### src/hdl/gpr_pkg.sv
// Package: shared types and constants of the GPS position residual unit.
package gpr_pkg;

    localparam int POS_W     = 32;
    localparam int Q_W       = 16;
    localparam int MID_W     = 36;
    localparam int CFG_IDX_W = 3;
    localparam int ROT_LAT   = 4;
    localparam int IN_DEPTH  = 4;
    localparam int OUT_DEPTH = 16;

    localparam logic [CFG_IDX_W-1:0] CFG_GPS_X = 3'd0;
    localparam logic [CFG_IDX_W-1:0] CFG_GPS_Y = 3'd1;
    localparam logic [CFG_IDX_W-1:0] CFG_GPS_Z = 3'd2;
    localparam logic [CFG_IDX_W-1:0] CFG_ARM_X = 3'd3;
    localparam logic [CFG_IDX_W-1:0] CFG_ARM_Y = 3'd4;
    localparam logic [CFG_IDX_W-1:0] CFG_ARM_Z = 3'd5;

    typedef struct packed {
        logic signed [POS_W-1:0] pos_x;
        logic signed [POS_W-1:0] pos_y;
        logic signed [POS_W-1:0] pos_z;
        logic signed [Q_W-1:0]   body_qw;
        logic signed [Q_W-1:0]   body_qx;
        logic signed [Q_W-1:0]   body_qy;
        logic signed [Q_W-1:0]   body_qz;
        logic signed [Q_W-1:0]   frame_qw;
        logic signed [Q_W-1:0]   frame_qx;
        logic signed [Q_W-1:0]   frame_qy;
        logic signed [Q_W-1:0]   frame_qz;
    } t_in_item;

    typedef struct packed {
        logic signed [POS_W-1:0] res_x;
        logic signed [POS_W-1:0] res_y;
        logic signed [POS_W-1:0] res_z;
    } t_res_item;

endpackage

### src/hdl/gpr_fifo.sv
// Register-based first-in first-out queue with show-ahead read.
module gpr_fifo #(
    parameter int W = 8,
    parameter int D = 4
) (
    input  logic         i_clk,
    input  logic         i_rst_n,
    input  logic         i_push,
    input  logic [W-1:0] i_data,
    input  logic         i_pop,
    output logic [W-1:0] o_data,
    output logic         o_full,
    output logic         o_empty
);
    localparam int PW = $clog2(D);
    localparam int CW = $clog2(D + 1);

    logic [W-1:0]  r_mem [D];
    logic [PW-1:0] r_wr_ptr, r_rd_ptr;
    logic [CW-1:0] r_count;
    logic          wr_fire, rd_fire;

    assign o_full  = (r_count == CW'(D));
    assign o_empty = (r_count == '0);
    assign wr_fire = i_push && !o_full;
    assign rd_fire = i_pop && !o_empty;
    assign o_data  = r_mem[r_rd_ptr];

    // Store incoming data
    always_ff @(posedge i_clk) begin
        if (wr_fire) begin
            r_mem[r_wr_ptr] <= i_data;
        end
    end

    // Advance pointers and occupancy
    always_ff @(posedge i_clk) begin
        if (!i_rst_n) begin
            r_wr_ptr <= '0;
            r_rd_ptr <= '0;
            r_count  <= '0;
        end else begin
            if (wr_fire) begin
                r_wr_ptr <= (r_wr_ptr == PW'(D - 1)) ? '0 : r_wr_ptr + 1'b1;
            end
            if (rd_fire) begin
                r_rd_ptr <= (r_rd_ptr == PW'(D - 1)) ? '0 : r_rd_ptr + 1'b1;
            end
            if (wr_fire && !rd_fire) begin
                r_count <= r_count + 1'b1;
            end else if (rd_fire && !wr_fire) begin
                r_count <= r_count - 1'b1;
            end
        end
    end
endmodule

### src/hdl/gpr_front.sv
// Front end: input queue and credit-based issue into the compute pipeline.
module gpr_front #(
    parameter int IN_DEPTH  = gpr_pkg::IN_DEPTH,
    parameter int OUT_DEPTH = gpr_pkg::OUT_DEPTH
) (
    input  logic              i_clk,
    input  logic              i_rst_n,
    input  logic              i_push,
    input  gpr_pkg::t_in_item i_item,
    output logic              o_full,
    input  logic              i_res_pop,
    output logic              o_issue,
    output gpr_pkg::t_in_item o_item
);
    localparam int CRW = $clog2(OUT_DEPTH + 1);

    logic          q_empty;
    logic [CRW-1:0] r_credit;

    gpr_fifo #(
        .W ($bits(gpr_pkg::t_in_item)),
        .D (IN_DEPTH)
    ) u_in_q (
        .i_clk   (i_clk),
        .i_rst_n (i_rst_n),
        .i_push  (i_push),
        .i_data  (i_item),
        .i_pop   (o_issue),
        .o_data  (o_item),
        .o_full  (o_full),
        .o_empty (q_empty)
    );

    // Issue only when the result queue is sure to have room
    assign o_issue = !q_empty && (r_credit < CRW'(OUT_DEPTH));

    // Track items issued but not yet transferred out
    always_ff @(posedge i_clk) begin
        if (!i_rst_n) begin
            r_credit <= '0;
        end else if (o_issue && !i_res_pop) begin
            r_credit <= r_credit + 1'b1;
        end else if (i_res_pop && !o_issue) begin
            r_credit <= r_credit - 1'b1;
        end
    end
endmodule

### config.mk
export PLATFORM = sky130hd
export DESIGN_NAME = gpr_front
export DESIGN_NICKNAME = d
export VERILOG_FILES = /design/src/hdl/gpr_pkg.sv /design/src/hdl/gpr_fifo.sv /design/src/hdl/gpr_front.sv
export SDC_FILE = /design/constraint.sdc
export NUM_CORES = 1
export LEC_CHECK = 0
export BUFFER_PORTS_ARGS = -buffer_cell sky130_fd_sc_hd__buf_4
export CAP_MARGIN = 10
export CORE_MARGIN = 2
export CORE_UTILIZATION = 30
export DETAILED_ROUTE_END_ITERATION = 16
export HOLD_SLACK_MARGIN = 0.06
export PLACE_DENSITY = 0.51
export RECOVER_POWER = 50
export SETUP_SLACK_MARGIN = 0.4
export SYNTH_ARGS = -nofsm -noshare
export SYNTH_HDL_FRONTEND = slang
export SYNTH_SLANG_ARGS = --single-unit
### constraint.sdc
create_clock -name i_clk -period 8.5 [get_ports i_clk]
set_input_delay 1.7 -clock i_clk [delete_from_list [all_inputs] [get_ports i_clk]]
set_output_delay 1.7 -clock i_clk [all_outputs]
set_load 0.01 [all_outputs]
==> metrics.md <==
| Metric | Value |
|---|---|
| Worst EP required | 8.77 ns |
| CTS H-tree depth | 3 |
| Total nets after synthesis | 1,500 |
| Die footprint | 113,000 um^2 |
| Via count | 14,900 |
| Clock Latency Late Sink | 0.67 ns |
| Register-to-register setup slack | 3.41 ns |
| Final Skew | 0.0236 ns |
| Logic pwr share | 26.4% |
| Post-route DRC | 0 |
| Fraction of layout cells with a size suffix above 1 | 32.8% |
| Post-CTS sizing | 0 |
| Clock Path Buffers | 3 |
| Post-CTS setup buffers | 0 |
| First-pass GRT wire length | 105,000 um |
| Post-synth ARST share | 0% |
| Largest area contributor in the netlist | edfxtp_1 |
| Syn Inst Count | 1,259 |
| CTS tree | yes |
| Top post-synthesis cells by area | edfxtp_1, mux4_2, dfxtp_1 |
| Post-synth EDFFs | 896 |
| Area delta synth->final | 22.5% |
| Avg Inst Size Synth | 26.3 um^2 |
| Worst slack, placed | 4.27 ns |
| ANT nets after route | 0 |
| Fill cells | 10,000 |
| Final Worst Setup Slack | 2.79 ns |
| Finish-stage setup viols | 0 |
| Post-route insts no fill | 3,331 |
| Initial Utilization | 30.4% |
| Share of the synthesized area in the top cell type | 81.2% |
| CP Class | primary input to register |
| Part of the Yosys area used for sequential elements | 82.1% |
| Yosys warns | 0 |
| Sw frac | 27.0% |
| Clock transition at path regs | 0.06 ns |
| Final hold violations | 0 |
| Status | complete, but fails checks |
| RSZ-0062 raised after global routing | false |
| Startpoint class of the critical path | primary input |
| Hold Crit Class | register to register |
| Worst IR drop on VDD | 0.000234 V |
| DR iter-0 viols | 804 |
| Seq pwr share | 41.7% |
| Flops & latches, synth | 910 |
| Routed length per instance | 21.7 um |
| WP data arrival | 5.98 ns |
| Psw | 3.62 mW |
| DP Area | 38,300 um^2 |
| Hold slack | 0.496 ns |
| Slew margin rel. | -158% |
| Vias in the first global route | 15,900 |
| Setup tns final | 0 ns |
| Initial antenna violation count | 15 |
| Maximum clock frequency | 175 MHz |
| Worst-margin pin slew | 3.87 ns |
| Most used DFF post-synth | edfxtp_1 |
| Pins over their slew limit | 527 |
| CP max FO | 56 |
| Setup crit end kind | register |
| Failing checks | capacitance limit, slew limit |
| Finished layout cell area | 40,600 um^2 |
| Die width | 336 um |
| Clk pwr share | 31.9% |
| Row count | 121 |
| Synth cell types | 26 |
| Placed cells | 3,150 |
| Period utilization | 67.1% |
| HPWL Detailed | 42,300 um |
| Final core utilization | 37.2% |
| Synth Cell Area | 33,100 um^2 |
| NumNets Final | 2,016 |
| Routed WL | 72,400 um |
| Die Ht | 336 um |
| Max-capacitance violation count | 6 |
| Hold buffer count at CTS | 0 |
| GP Congestion | 0.695 |
| Vias per cell | 4.46 |
| Static leakage | 12.8 nW |
| Clock period minus worst slack | 5.71 ns |
| Num CTS Buffers | 99 |
| Final Power | 13.4 mW |
| Total track usage | 12.6% |
| Pre-antenna DRT Iters | 5 |
| Root buffer cell | clkbuf_16 |
| Core Region | 109,000 um^2 |
| # IOs | 454 |
| Clock Sink Count | 910 |
| Largest net degree at the start of global routing | 131 |
| Power per cell area | 330 nW/um^2 |
| P_int | 9.78 mW |
| IO Port Bufs | 453 |
| Gr ovfl total | 0 |
-- final cells by class --
type,count,area (um^2),share of cell area (%)
Sequential cell,910,27200,67.0
Multi-Input combinational cell,288,5540,13.7
Timing Repair Buffer,468,2720,6.69
Clock buffer,126,2620,6.46
Tap cell,1476,1850,4.55
Clock inverter,54,647,1.59
Inverter,8,30.0,0.0740
Antenna cell,1,2.50,0.00616
-- cell usage after synthesis, types with 5 or more instances --
master	number
and2_1	8
buf_2	25
buf_6	19
clkbuf_1	9
dfxtp_1	14
edfxtp_1	896
ha_1	11
inv_1	8
mux2i_1	5
mux4_2	224
nand2_1	5
nor2b_1	5
o21ai_0	5
-- sequential cells by signal, summed over array words and instances (netlist names), named ones only --
| register | flops |
|---|---|
| r_credit | 5 |
| u_in_q.r_count | 3 |
| u_in_q.r_mem | 896 |
| u_in_q.r_rd_ptr | 2 |
| u_in_q.r_wr_ptr | 2 |
-- logic make-up after synthesis --
| kind of cell | after synthesis | share of synthesized area [%] |
|---|---|---|
| AOI/OAI and AO/OA | 11 | 0.189 |
| xor gates and xnor gates | 5 | 0.132 |
| adders and majority gates | 13 | 0.536 |
| buffers and inverters | 61 | 1.22 |
| DFF | 910 | 82.1 |
| muxes | 229 | 15.4 |
| and+or+nand+nor | 30 | 0.498 |
-- per-layer routing --
metal / global-route usage [%] / share of wire [%]
met1: 15.7 / 41
met2: 20.1 / 48
met3: 5.36 / 9.3
met4: 3.39 / 2.1
met5: 0 / 0.24
-- cells in the final DEF, fill, tap and decap left out, types with 3 or more instances in the layout --
cell type and count:
edfxtp_1 896, clkbuf_1 251, buf_4 231, mux4_2 224
clkbuf_16 101, clkinv_2 16, clkinv_1 14, bufinv_16 13
dfxtp_1 12, ha_1 11, inv_1 8, and2_0 7
nor2b_1 5, mux2i_1 5, nand2_1 5, o21ai_0 5
buf_12 5, clkinv_8 4, clkinvlp_4 4, clkbuf_2 4
nor2_1 3, nand3_1 3, a21oi_1 3, xnor2_1 3
-- path summary, 6_finish.rpt --
check                     from                   end  cells past startpoint
min                r_credit[4]           r_credit[4]                      2
max reg2reg  u_in_q.r_count[0]  u_in_q.r_mem[2][155]                      5
max                     i_push  u_in_q.r_mem[2][155]                      5
min reg2reg        r_credit[4]           r_credit[4]                      2
-- worst max-delay path, stage by stage --
cell and delay, ns:
clkbuf_4 0.09, nor2b_1 0.12, clkbuf_1 0.37, and2_0 2.57, buf_4 1.02
-- power groups by stage --
| stage | clock [mW] | sequential, mW | combinational (mW) |
|---|---|---|---|
| 2_1_floorplan | 0 | 5.60 | 2.18 |
| 3_3_place_gp | 0 | 5.63 | 3.72 |
| 3_5_place_dp | 0 | 5.65 | 3.72 |
| 4_1_cts | 4.42 | 5.56 | 3.74 |
| 5_1_grt | 4.59 | 5.63 | 3.83 |
| 6_report | 4.28 | 5.59 | 3.54 |
No activity file was read; power rests on OpenSTA's default activity.
