File: config.mk
export PLATFORM = sky130hd
export DESIGN_NAME = gpr_fifo
export DESIGN_NICKNAME = d
export VERILOG_FILES = /design/src/hdl/gpr_fifo.sv
export SDC_FILE = /design/constraint.sdc
export NUM_CORES = 1
export LEC_CHECK = 0
export BUFFER_PORTS_ARGS = -buffer_cell sky130_fd_sc_hd__buf_2
export CAP_MARGIN = 15
export CORE_UTILIZATION = 42
export CTS_CLUSTER_SIZE = 14
export DETAILED_ROUTE_END_ITERATION = 7
export PLACE_DENSITY = 0.7
export SYNTH_ARGS = -nofsm -noshare
export SYNTH_HDL_FRONTEND = slang
export SYNTH_SLANG_ARGS = --single-unit
File: constraint.sdc
create_clock -name i_clk -period 2.5 [get_ports i_clk]
set_clock_uncertainty 0.05 [all_clocks]
set_input_delay 0.5 -clock i_clk [delete_from_list [all_inputs] [get_ports i_clk]]
set_output_delay 0.5 -clock i_clk [all_outputs]
set_load 0.05 [all_outputs]
File: src/hdl/gpr_fifo.sv
// Register-based first-in first-out queue with show-ahead read.
module gpr_fifo #(
    parameter int W = 8,
    parameter int D = 4
) (
    input  logic         i_clk,
    input  logic         i_rst_n,
    input  logic         i_push,
    input  logic [W-1:0] i_data,
    input  logic         i_pop,
    output logic [W-1:0] o_data,
    output logic         o_full,
    output logic         o_empty
);
    localparam int PW = $clog2(D);
    localparam int CW = $clog2(D + 1);

    logic [W-1:0]  r_mem [D];
    logic [PW-1:0] r_wr_ptr, r_rd_ptr;
    logic [CW-1:0] r_count;
    logic          wr_fire, rd_fire;

    assign o_full  = (r_count == CW'(D));
    assign o_empty = (r_count == '0);
    assign wr_fire = i_push && !o_full;
    assign rd_fire = i_pop && !o_empty;
    assign o_data  = r_mem[r_rd_ptr];

    // Store incoming data
    always_ff @(posedge i_clk) begin
        if (wr_fire) begin
            r_mem[r_wr_ptr] <= i_data;
        end
    end

    // Advance pointers and occupancy
    always_ff @(posedge i_clk) begin
        if (!i_rst_n) begin
            r_wr_ptr <= '0;
            r_rd_ptr <= '0;
            r_count  <= '0;
        end else begin
            if (wr_fire) begin
                r_wr_ptr <= (r_wr_ptr == PW'(D - 1)) ? '0 : r_wr_ptr + 1'b1;
            end
            if (rd_fire) begin
                r_rd_ptr <= (r_rd_ptr == PW'(D - 1)) ? '0 : r_rd_ptr + 1'b1;
            end
            if (wr_fire && !rd_fire) begin
                r_count <= r_count + 1'b1;
            end else if (rd_fire && !wr_fire) begin
                r_count <= r_count - 1'b1;
            end
        end
    end
endmodule

==> summary.txt, run 1 <==
Floorplanning
  • Die W: 64.31 um
  • Die footprint: 0.004135 mm2
  • I/O pins: 22
  • Starting Density: 44.20%
  • Die Height: 64.31 um
  • Core ar.: 0.003689 mm2
  • Core Rows: 22

STA
  • Worst hold slack: 0.3809 ns
  • Final setup fails: 0
  • Slew HR: 69.60%
  • Worst Max-Slew Pin Slew: 0.4554 ns
  • Post-route worst setup slack: 0.2952 ns
  • Setup TNS: 0 ns
  • RSZ-0062 raised after global routing: false
  • Final Hold Vio Count: 0
  • Final worst-path cycle share: 88.19%
  • Minimum clock period: 2.205 ns
  • Slew Viols, Final: 0
  • Fmax: 0.4536 GHz

Setup path
  • CP Buf/Inv Count: 1
  • CP Cell Sequence: o31ai_2, ha_1, inv_1, fa_1, xor2_1, or3_1, a21boi_0
  • CP top delay family: adder cells
  • Worst endpoint required time: 2.66 ns
  • Max incr delay on CP: 0.41 ns
  • Worst R2R Start: r_count[1]$_SDFFE_PN0P_
  • CP startpoint kind: flop
  • R2r endpoint: r_count[2]$_SDFFE_PN0P_
  • Crit path DAT: 2.36 ns
  • Crit Path Class: flop to flop
  • R2R cell count: 7
  • Crit end category: flop
  • Worst Path Max Fanout: 5
  • R2R setup slack: 0.30 ns
  • Worst path slowest cell: o31ai_2

Synthesis
  • YS warnings: 0
  • Syn_nets: 112
  • Mapped Cells: 93
  • Mean Syn Cell Area: 17.53 um2
  • Yosys cell types: 23
  • Yosys reg bits: 41
  • Seq/Total Area, Yosys: 69.99%
  • Post-synth top area share: 58.94%
  • Cell accounting for the most synthesized area: edfxtp_1
  • Main area contributors after synthesis: edfxtp_1, dfxtp_1, mux4_2, ha_1, and2_1
  • Cell area after synthesis: 0.001630 mm2

Clock network
  • Htree depth: 2
  • Hold-fix buffers, CTS: 0
  • CTS tree: yes
  • Clk slew on worst S/H paths: 0.08 ns
  • Worst skew pair latency: 0.28 ns
  • Root Buffer: clkbuf_8
  • Post-CTS setup buffers: 0
  • Num CTS Buffers: 5
  • PostCTS Resize Cnt: 0
  • CTS Sinks: 41
  • Clock Path Buffers: 2

Power
  • P_int: 1.380 mW
  • Pwr Density: 1106 mW/mm2
  • Leak: 0.6966 nW
  • Clock power frac: 23.8%
  • Power share of the combinational group: 33.2%
  • Switching fraction of total power: 34.52%
  • Sequential Power Share: 43.0%
  • Psw: 0.7274 mW
  • Maximum vdd drop: 0.0006069 V

Detailed routing
  • Via density: 4.952
  • Initial drt markers: 28
  • Vias: 832
  • Avg WL per Cell: 14.88 um
  • TritonRoute pass-1 iters: 3
  • Antenna viol nets, final: 0
  • Residual DRC count: 0
  • Final WL: 2499 um

Cells and area
  • Syn-to-layout area delta: 16.88%
  • Layout Nets: 138
  • Most common cell after layout, fill and taps aside: edfxtp_1
  • Most frequent cells in the layout: edfxtp_1, buf_2, dfxtp_1, mux4_2
  • ANT cells: 0
  • Share of cells above drive strength 1: 33.33%
  • Final core utilization: 51.66%

Global route
  • Met1 Track Usage GR: 15.03%
  • Vias in the first global route: 889
  • Met3 Resource Use GR: 3.571%
  • First-pass GRT wire length: 4167 um
  • GR Util All Layers: 14.05%
  • Grt met2 use: 25.79%
  • Grt total ovfl: 0
  • Busiest grt layer: met2
  • Pin count of the biggest net entering global routing: 14
  • Initial antenna violation count: 0

Job
  • Max Cap Viol: 0

Placement
  • Hpwl dp: 1714 um
  • RD Place Congestion: 0.6829
  • Port bufs: 21
  • Dpl ws: 0.1443 ns

Min path
  • Hold Path Class: input pin to flop
  • Hold_sp: i_data[7]
  • Hold Path Stages: 1
  • Hold endpoint: r_mem[2][7]$_DFFE_PP_

Status
  • Status: complete, no violations
## worst max-delay path by stage
stage	to	cells past startpoint	from	slack (ns)
4_1_cts	r_count[2]$_SDFFE_PN0P_	7	r_count[0]$_SDFFE_PN0P_	0.12
2_1_floorplan	r_count[2]$_SDFFE_PN0P_	9	r_count[1]$_SDFFE_PN0P_	0.12
6_report	r_count[2]$_SDFFE_PN0P_	7	r_count[1]$_SDFFE_PN0P_	0.30
3_5_place_dp	r_count[2]$_SDFFE_PN0P_	7	r_count[0]$_SDFFE_PN0P_	0.14
3_3_place_gp	r_count[2]$_SDFFE_PN0P_	7	r_count[0]$_SDFFE_PN0P_	0.28
5_1_grt	r_count[2]$_SDFFE_PN0P_	7	r_count[1]$_SDFFE_PN0P_	0.11
## cells by family (layout without fill, tap and decap cells)
kind of cell,count (synthesis),count (layout),synth area share (%)
flip-flops,41,41,69.99
AND/OR/NAND/NOR,20,20,6.600
multiplexers,11,11,12.89
adder cells (fa/ha/maj),7,7,5.833
buffers and inverters,7,34,1.765
AO/OA/AOI/OAI,5,5,1.842
XOR/XNOR,2,2,1.075
## power by group through the flow
stage / clock, mW / sequential [mW] / combinational [mW]
after floorplan: 0 / 0.894 / 0.574
after global routing: 0.542 / 0.917 / 0.758
final: 0.501 / 0.906 / 0.700
after CTS: 0.517 / 0.904 / 0.710
after global placement: 0 / 0.909 / 0.691
after detailed placement: 0 / 0.918 / 0.706
## state kept, by name, summed over array words and instances (netlist names), named ones only
name      flops
r_mem        32
r_count       3
r_rd_ptr      2
r_wr_ptr      2
## cell usage after synthesis
master and number:
xor2_1 1, xnor2_1 1, nor2_1 2, nand3_1 2
o21ai_0 3, edfxtp_1 32, fa_1 1, dfxtp_1 9
nor3b_2 1, buf_1 1, o31ai_1 1, mux2i_1 3
clkbuf_1 1, nand2_1 6, inv_1 3, and2_1 5
buf_2 2, nor2b_1 2, a21boi_0 1, nor3_1 1
mux4_2 8, ha_1 6, or3_1 1
## metal layers
metal | vias up | routed length [um] | part of all wire, %
li1 | 397 | - | -
met1 | 417 | 1032 | 41
met2 | 16 | 1361 | 54
met3 | 2 | 97 | 3.9
met4 | 0 | 8 | 0.32
met5 | - | 0 | 0
## cell type report
| cell class | instances | area (um2) |
|---|---|---|
| Clock buffer | 6 | 72.57 |
| Inverter | 3 | 11.26 |
| Timing Repair Buffer | 23 | 120.1 |
| Sequential cell | 41 | 1141 |
| Tap cell | 48 | 60.06 |
| Clock inverter | 2 | 35.03 |
| Fill cell | 316 | 1783 |
| Multi-Input combinational cell | 45 | 465.4 |
## per-stage QoR
step,area [um2],power [mW],instances
2_1_floorplan,1630,1.468,93
3_3_place_gp,1793,1.600,160
3_5_place_dp,1793,1.625,160
4_1_cts,1901,2.131,168
5_1_grt,1906,2.217,168
6_report,1906,2.107,168
No activity file was read; power rests on OpenSTA's default activity.
==> run 2: changes to the inputs <==
--- a/config.mk
+++ b/config.mk
@@ -5,6 +5,7 @@
 export SDC_FILE = /design/constraint.sdc
 export NUM_CORES = 1
 export LEC_CHECK = 0
+export ABC_AREA = 1
 export BUFFER_PORTS_ARGS = -buffer_cell sky130_fd_sc_hd__buf_2
 export CAP_MARGIN = 15
 export CORE_UTILIZATION = 42
==> run 2 against run 1 <==
Net effect: sequential power grew 2.6%; first-iteration DRC count grew 110%; via count grew 34%; area after synthesis grew 3.8%; worst setup slack lost 0.013 ns; routed wire length grew 18%; critical endpoint is now o_data[4].
==> summary.txt, run 2 <==
Clock network
  • Post-CTS setup buffers: 0 (unchanged)
  • Num CTS Buffers: 5 (unchanged)
  • PostCTS Resize Cnt: 0 (unchanged)
  • Clock Path Buffers: 2 (unchanged)
  • CTS tree: yes
  • Clk slew on worst S/H paths: 0.08 ns (about the same)
  • Htree depth: 2 (unchanged)
  • CTS Sinks: 41 (unchanged)
  • Worst skew pair latency: 0.29 ns (about the same)
  • Root Buffer: clkbuf_8
  • Hold-fix buffers, CTS: 0 (unchanged)

Synthesis
  • Most instantiated cells after synthesis: nor2_1, edfxtp_1, inv_1
  • Mean Syn Cell Area: 11.44 um2 (-35%)
  • Syn_nets: 167 (+49%)
  • YS warnings: 0 (unchanged)
  • Seq/Total Area, Yosys: 67.41% (-2.6 points)
  • Yosys cell types: 18 (-22%)
  • Cell accounting for the most synthesized area: edfxtp_1
  • Asr flop ratio synth: 0% (unchanged)
  • Yosys reg bits: 41 (unchanged)
  • Synth Flop Type: edfxtp_1
  • Mapped Cells: 148 (+59%)
  • Cell area after synthesis: 0.001693 mm2 (+3.8%)
  • Main area contributors after synthesis: edfxtp_1, dfxtp_1, nor2_1, ha_1, o21ai_0
  • Top-count cell post-synth: nor2_1
  • Post-synth top area share: 56.76% (-2.2 points)
  • EDFF count, synth: 32 (unchanged)

Cells and area
  • Final core utilization: 51.86% (+0.20 points)
  • Top Registers: r_mem (32), r_count (3)
  • Most frequent cells in the layout: nor2_1, edfxtp_1, buf_2, inv_1
  • Most common cell after layout, fill and taps aside: nor2_1
  • ANT cells: 0 (unchanged)
  • Largest register FFs: 32 (unchanged)
  • Share of cells above drive strength 1: 21.11% (-12 points)
  • Final Cell Area: 0.001956 mm2 (+2.6%)
  • Top reg by flops: r_mem
  • Layout Nets: 198 (+43%)
  • Syn-to-layout area delta: 15.52%

STA
  • Worst Max-Slew Pin Slew: 0.4538 ns (-0.001673 ns)
  • Fmax: 0.4510 GHz (-0.57%)
  • Setup TNS: 0 ns (unchanged)
  • Slew HR: 69.71% (+0.11 points)
  • Slew Viols, Final: 0 (unchanged)
  • Final Hold Vio Count: 0 (unchanged)
  • Worst hold slack: 0.3730 ns (-0.007979 ns)
  • Final setup fails: 0 (unchanged)
  • Minimum clock period: 2.218 ns (+0.01271 ns)
  • Final worst-path cycle share: 88.70% (+0.51 points)
  • RSZ-0062 raised after global routing: false

Floorplanning
  • Core ar.: 0.003771 mm2 (+2.2%)
  • Die footprint: 0.004288 mm2 (+3.7%)
  • Die Height: 65.49 um (+1.8%)
  • I/O pins: 22 (unchanged)
  • Core Rows: 22 (unchanged)
  • Starting Density: 44.89% (+0.69 points)
  • Die W: 65.49 um (+1.8%)

Power
  • Maximum vdd drop: 0.0008609 V (+42%)
  • Power share of the combinational group: 40.6% (+7.4 points)
  • Psw: 0.9653 mW (+33%)
  • P_int: 1.288 mW (-6.6%)
  • Switching fraction of total power: 42.83% (+8.3 points)
  • Pwr Density: 1152 mW/mm2 (+4.2%)
  • Leak: 0.8035 nW (+15%)
  • Sequential Power Share: 41.3% (-1.7 points)
  • Clock power frac: 18.1% (-5.7 points)

Detailed routing
  • Avg WL per Cell: 12.91 um (-13%)
  • TritonRoute pass-1 iters: 4 (+1)
  • Initial drt markers: 59 (+110%)
  • Residual DRC count: 0 (unchanged)
  • Via density: 4.899 (-1.1%)
  • Vias: 1117 (+34%)
  • Antenna viol nets, final: 0 (unchanged)
  • Final WL: 2943 um (+18%)

Global route
  • Pin count of the biggest net entering global routing: 17 (+3)
  • First-pass GRT wire length: 5154 um (+24%)
  • Vias in the first global route: 1199 (+35%)
  • Grt total ovfl: 0 (unchanged)
  • GR Util All Layers: 16.50% (+2.4 points)
  • Initial antenna violation count: 0 (unchanged)

Setup path
  • CP Cell Sequence: buf_4, o21ai_0, o22ai_1, buf_2
  • CP startpoint kind: flop
  • Crit path DAT: 1.67 ns (-0.69 ns)
  • Crit end category: primary output
  • Worst endpoint required time: 1.95 ns (-0.71 ns)
  • Worst Path Max Fanout: 13 (+8)
  • Crit Path Class: flop to primary output
  • Max incr delay on CP: 0.60 ns (+0.19 ns)
  • Worst path slowest cell: dfxtp_1
  • Worst R2R Start: r_count[1]$_SDFFE_PN0P_

Min path
  • Hold Path Class: input pin to flop
  • Hold_sp: i_data[4]

Placement
  • Post-DP Area: 0.001873 mm2 (+4.5%)
  • Port bufs: 21 (unchanged)
  • RD Place Congestion: 0.7034 (+3.0%)
  • Hpwl dp: 2123 um (+24%)

Status
  • Status: complete, no violations

Job
  • Max Cap Viol: 0 (unchanged)
==> run 2: cell type report <==
cell class	count	area, um2
fill	332	1815
sequential	41	1141
multi-input combinational	86	457.9
timing repair buffer	26	142.6
clock buffer	6	72.57
inverter	19	71.32
tap	48	60.06
clock inverter	2	10.01
==> run 2: worst max-delay path, delay by kind of cell (launching register included) <==
kind	cells	cell delay (ns)
AO/OA/AOI/OAI	2	0.27
buffers and inverters	2	0.51
flip-flops	1	0.60
==> run 2: stage by stage <==
| stage | worst slack [ns] | std cells | power, mW |
|---|---|---|---|
| floorplan | 0.5440 | 148 | 1.652 |
| global placement | 0.6361 | 220 | 1.828 |
| detailed placement | 0.5903 | 220 | 1.870 |
| CTS | 0.2767 | 228 | 2.275 |
| global route | 0.1327 | 228 | 2.415 |
| finish | 0.2825 | 228 | 2.254 |
==> run 2: path summary, 6_finish.rpt <==
check | end | slack, ns | cells past startpoint
min reg2reg | r_count[0]$_SDFFE_PN0P_ | 0.47 | 2
min | r_mem[0][4]$_DFFE_PP_ | 0.37 | 1
max reg2reg | r_count[1]$_SDFFE_PN0P_ | 0.61 | 9
max | o_data[4] | 0.28 | 4
==> run 2: power by group through the flow <==
stage          logic, mW  registers, mW  clock network (mW)
3_5_place_dp       0.923          0.947                   0
5_1_grt             1.02          0.945               0.452
3_3_place_gp       0.890          0.938                   0
2_1_floorplan      0.736          0.916                   0
6_report           0.916          0.930               0.408
4_1_cts            0.927          0.932               0.416
==> run 2: cells by family after synthesis <==
| family | share of synthesized area, % |
|---|---|
| adders and majority gates | 5.617 |
| AOI/OAI and AO/OA | 9.535 |
| DFF | 67.41 |
| buffers and inverters | 5.543 |
| and+or+nand+nor | 11.90 |
==> run 2: routing by layer <==
layer / vias to the layer above / wire length, um / global-route usage (%)
li1: 563 / - / -
met1: 527 / 1209 / 17.16
met2: 23 / 1576 / 30.41
met3: 4 / 127 / 6.250
met4: 0 / 29 / 4.891
met5: - / 0 / 0
==> run 3: changes to the inputs <==
--- a/config.mk
+++ b/config.mk
@@ -11,7 +11,8 @@
 export CORE_UTILIZATION = 42
 export CTS_CLUSTER_SIZE = 14
 export DETAILED_ROUTE_END_ITERATION = 7
-export PLACE_DENSITY = 0.7
+export HOLD_SLACK_MARGIN = 0.12
+export PLACE_DENSITY_LB_ADDON = 0.25
 export SYNTH_ARGS = -nofsm -noshare
 export SYNTH_HDL_FRONTEND = slang
 export SYNTH_SLANG_ARGS = --single-unit
==> run 3 against run 2 <==
Net effect: sequential share of layout area decreased by 0.74 points; total power up 4.6%; critical path depth is the same; combinational power is 1% higher; clock power increased by 24%; non-clock buffer count unchanged; routed wire length up 1.3%; global-route usage fell by 1.1 points; flip-flop and latch count is the same; critical path type unchanged; highest routed layer unchanged.
==> summary.txt, run 3 (synthesized netlist as in run 2, its figures left out) <==
Global route
  • Vias in the first global route: 1053 (-12%)
  • Grt total ovfl: 0 (unchanged)
  • GR Util All Layers: 15.44% (-1.1 points)
  • First-pass GRT wire length: 4740 um (-8.0%)
  • Pin count of the biggest net entering global routing: 17 (unchanged)
  • Initial antenna violation count: 0 (unchanged)

Clock network
  • Clock Path Buffers: 2 (unchanged)
  • PostCTS Resize Cnt: 0 (unchanged)
  • Clk slew on worst S/H paths: 0.08 ns (about the same)
  • Num CTS Buffers: 5 (unchanged)
  • Worst skew pair latency: 0.28 ns (about the same)
  • Post-CTS setup buffers: 0 (unchanged)
  • Hold-fix buffers, CTS: 0 (unchanged)
  • Root Buffer: clkbuf_8
  • CTS Sinks: 41 (unchanged)
  • Htree depth: 2 (unchanged)
  • CTS tree: yes

Detailed routing
  • Via density: 4.868 (-0.63%)
  • Vias: 1110 (-0.63%)
  • Avg WL per Cell: 13.07 um (+1.3%)
  • TritonRoute pass-1 iters: 3 (-1)
  • Initial drt markers: 41 (-31%)
  • Residual DRC count: 0 (unchanged)
  • Final WL: 2981 um (+1.3%)
  • Antenna viol nets, final: 0 (unchanged)

STA
  • Slew HR: 72.45% (+2.7 points)
  • Final Hold Vio Count: 0 (unchanged)
  • Setup TNS: 0 ns (unchanged)
  • Slew Viols, Final: 0 (unchanged)
  • RSZ-0062 raised after global routing: false
  • Final setup fails: 0 (unchanged)
  • Worst Max-Slew Pin Slew: 0.4127 ns (-0.04103 ns)
  • Final worst-path cycle share: 86.82% (-1.9 points)
  • Minimum clock period: 2.171 ns (-0.04698 ns)
  • Fmax: 0.4607 GHz (+2.2%)

Floorplanning
  • Core ar.: 0.003771 mm2 (unchanged)
  • Starting Density: 44.89% (unchanged)
  • Die Height: 65.49 um (unchanged)
  • Die footprint: 0.004288 mm2 (unchanged)
  • I/O pins: 22 (unchanged)
  • Core Rows: 22 (unchanged)
  • Die W: 65.49 um (unchanged)

Cells and area
  • Most frequent cells in the layout: nor2_1, edfxtp_1, buf_2, inv_1
  • Syn-to-layout area delta: 17.00%
  • ANT cells: 0 (unchanged)
  • Top Registers: r_mem (32), r_count (3)
  • Top reg by flops: r_mem
  • Layout fillers: 317 (-4.5%)
  • Final Cell Area: 0.001981 mm2 (+1.3%)
  • Most common cell after layout, fill and taps aside: nor2_1
  • Largest register FFs: 32 (unchanged)
  • Share of cells above drive strength 1: 21.11% (unchanged)
  • Layout Nets: 198 (unchanged)

Setup path
  • Max incr delay on CP: 0.57 ns (-0.03 ns)
  • CP startpoint kind: flop
  • Crit path DAT: 1.62 ns (-0.05 ns)
  • Worst path slowest cell: dfxtp_1
  • Worst endpoint required time: 1.95 ns (about the same)
  • Crit end category: primary output
  • CP Cell Sequence: buf_4, o21ai_0, o22ai_1, buf_2
  • Worst Path Max Fanout: 12 (-1)
  • Crit Path Class: flop to primary output

Power
  • Leak: 0.8138 nW (+1.3%)
  • Design Power: 2.358 mW (+4.6%)
  • Pwr Density: 1190 mW/mm2 (+3.3%)
  • Maximum vdd drop: 0.0008051 V (-6.5%)

Job
  • Max Cap Viol: 0 (unchanged)

Placement
  • RD Place Congestion: 0.8083 (+15%)
  • Hpwl dp: 2055 um (-3.2%)
  • Port bufs: 21 (unchanged)
  • Post-DP Area: 0.001873 mm2 (unchanged)

Min path
  • Hold Path Class: input pin to flop

Status
  • Status: complete, no violations
[run 3: per-stage QoR]
| stage | instances | hold slack, ns | worst slack [ns] | util (%) |
|---|---|---|---|---|
| after CTS | 228 | 0.3710 | 0.2996 | 52.52 |
| after global placement | 220 | 0.4402 | 0.6499 | 49.67 |
| after global routing | 228 | 0.3692 | 0.1314 | 52.52 |
| final | 228 | 0.3813 | 0.3295 | 52.52 |
| after detailed placement | 220 | 0.4618 | 0.5678 | 49.67 |
| after floorplan | 148 | 0.4301 | 0.5440 | - |
[run 3: path summary, 6_finish.rpt]
path | cells past startpoint | to | slack [ns] | from
max reg2reg | 9 | r_count[1]$_SDFFE_PN0P_ | 0.56 | r_count[1]$_SDFFE_PN0P_
max | 4 | o_data[3] | 0.33 | flop
min | 1 | r_mem[0][1]$_DFFE_PP_ | 0.38 | i_data[1]
min reg2reg | 2 | r_count[0]$_SDFFE_PN0P_ | 0.47 | r_count[0]$_SDFFE_PN0P_
[run 3: per-layer routing]
layer / track usage (%) / up-vias / routed length (um)
li1: - / 563 / -
met1: 17.92 / 527 / 1288
met2: 26.80 / 16 / 1570
met3: 5.035 / 4 / 92
met4: 4.891 / 0 / 29
met5: 0 / - / 0
[run 3: worst max-delay path: cells and delay by family, from the launching register on]
family | cells | cell delay (ns)
flip-flops | 1 | 0.57
AO/OA/AOI/OAI | 2 | 0.26
buffers and inverters | 2 | 0.51
[run 3: final cells by class]
| type | count | area [um2] | share of cell area (%) |
|---|---|---|---|
| Multi-Input combinational cell | 86 | 457.9 | 23.12 |
| Clock inverter | 2 | 35.03 | 1.769 |
| Sequential cell | 41 | 1141 | 57.61 |
| Tap cell | 48 | 60.06 | 3.032 |
| Timing Repair Buffer | 26 | 142.6 | 7.202 |
| Inverter | 19 | 71.32 | 3.601 |
| Clock buffer | 6 | 72.57 | 3.664 |
[run 3: power by group]
group | switching (mW) | total [mW] | leakage, nW | internal [mW]
Clock | 0.208 | 0.504 | 0.0552 | 0.296
Combinational | 0.676 | 0.926 | 0.391 | 0.250
Sequential | 0.0803 | 0.927 | 0.368 | 0.847
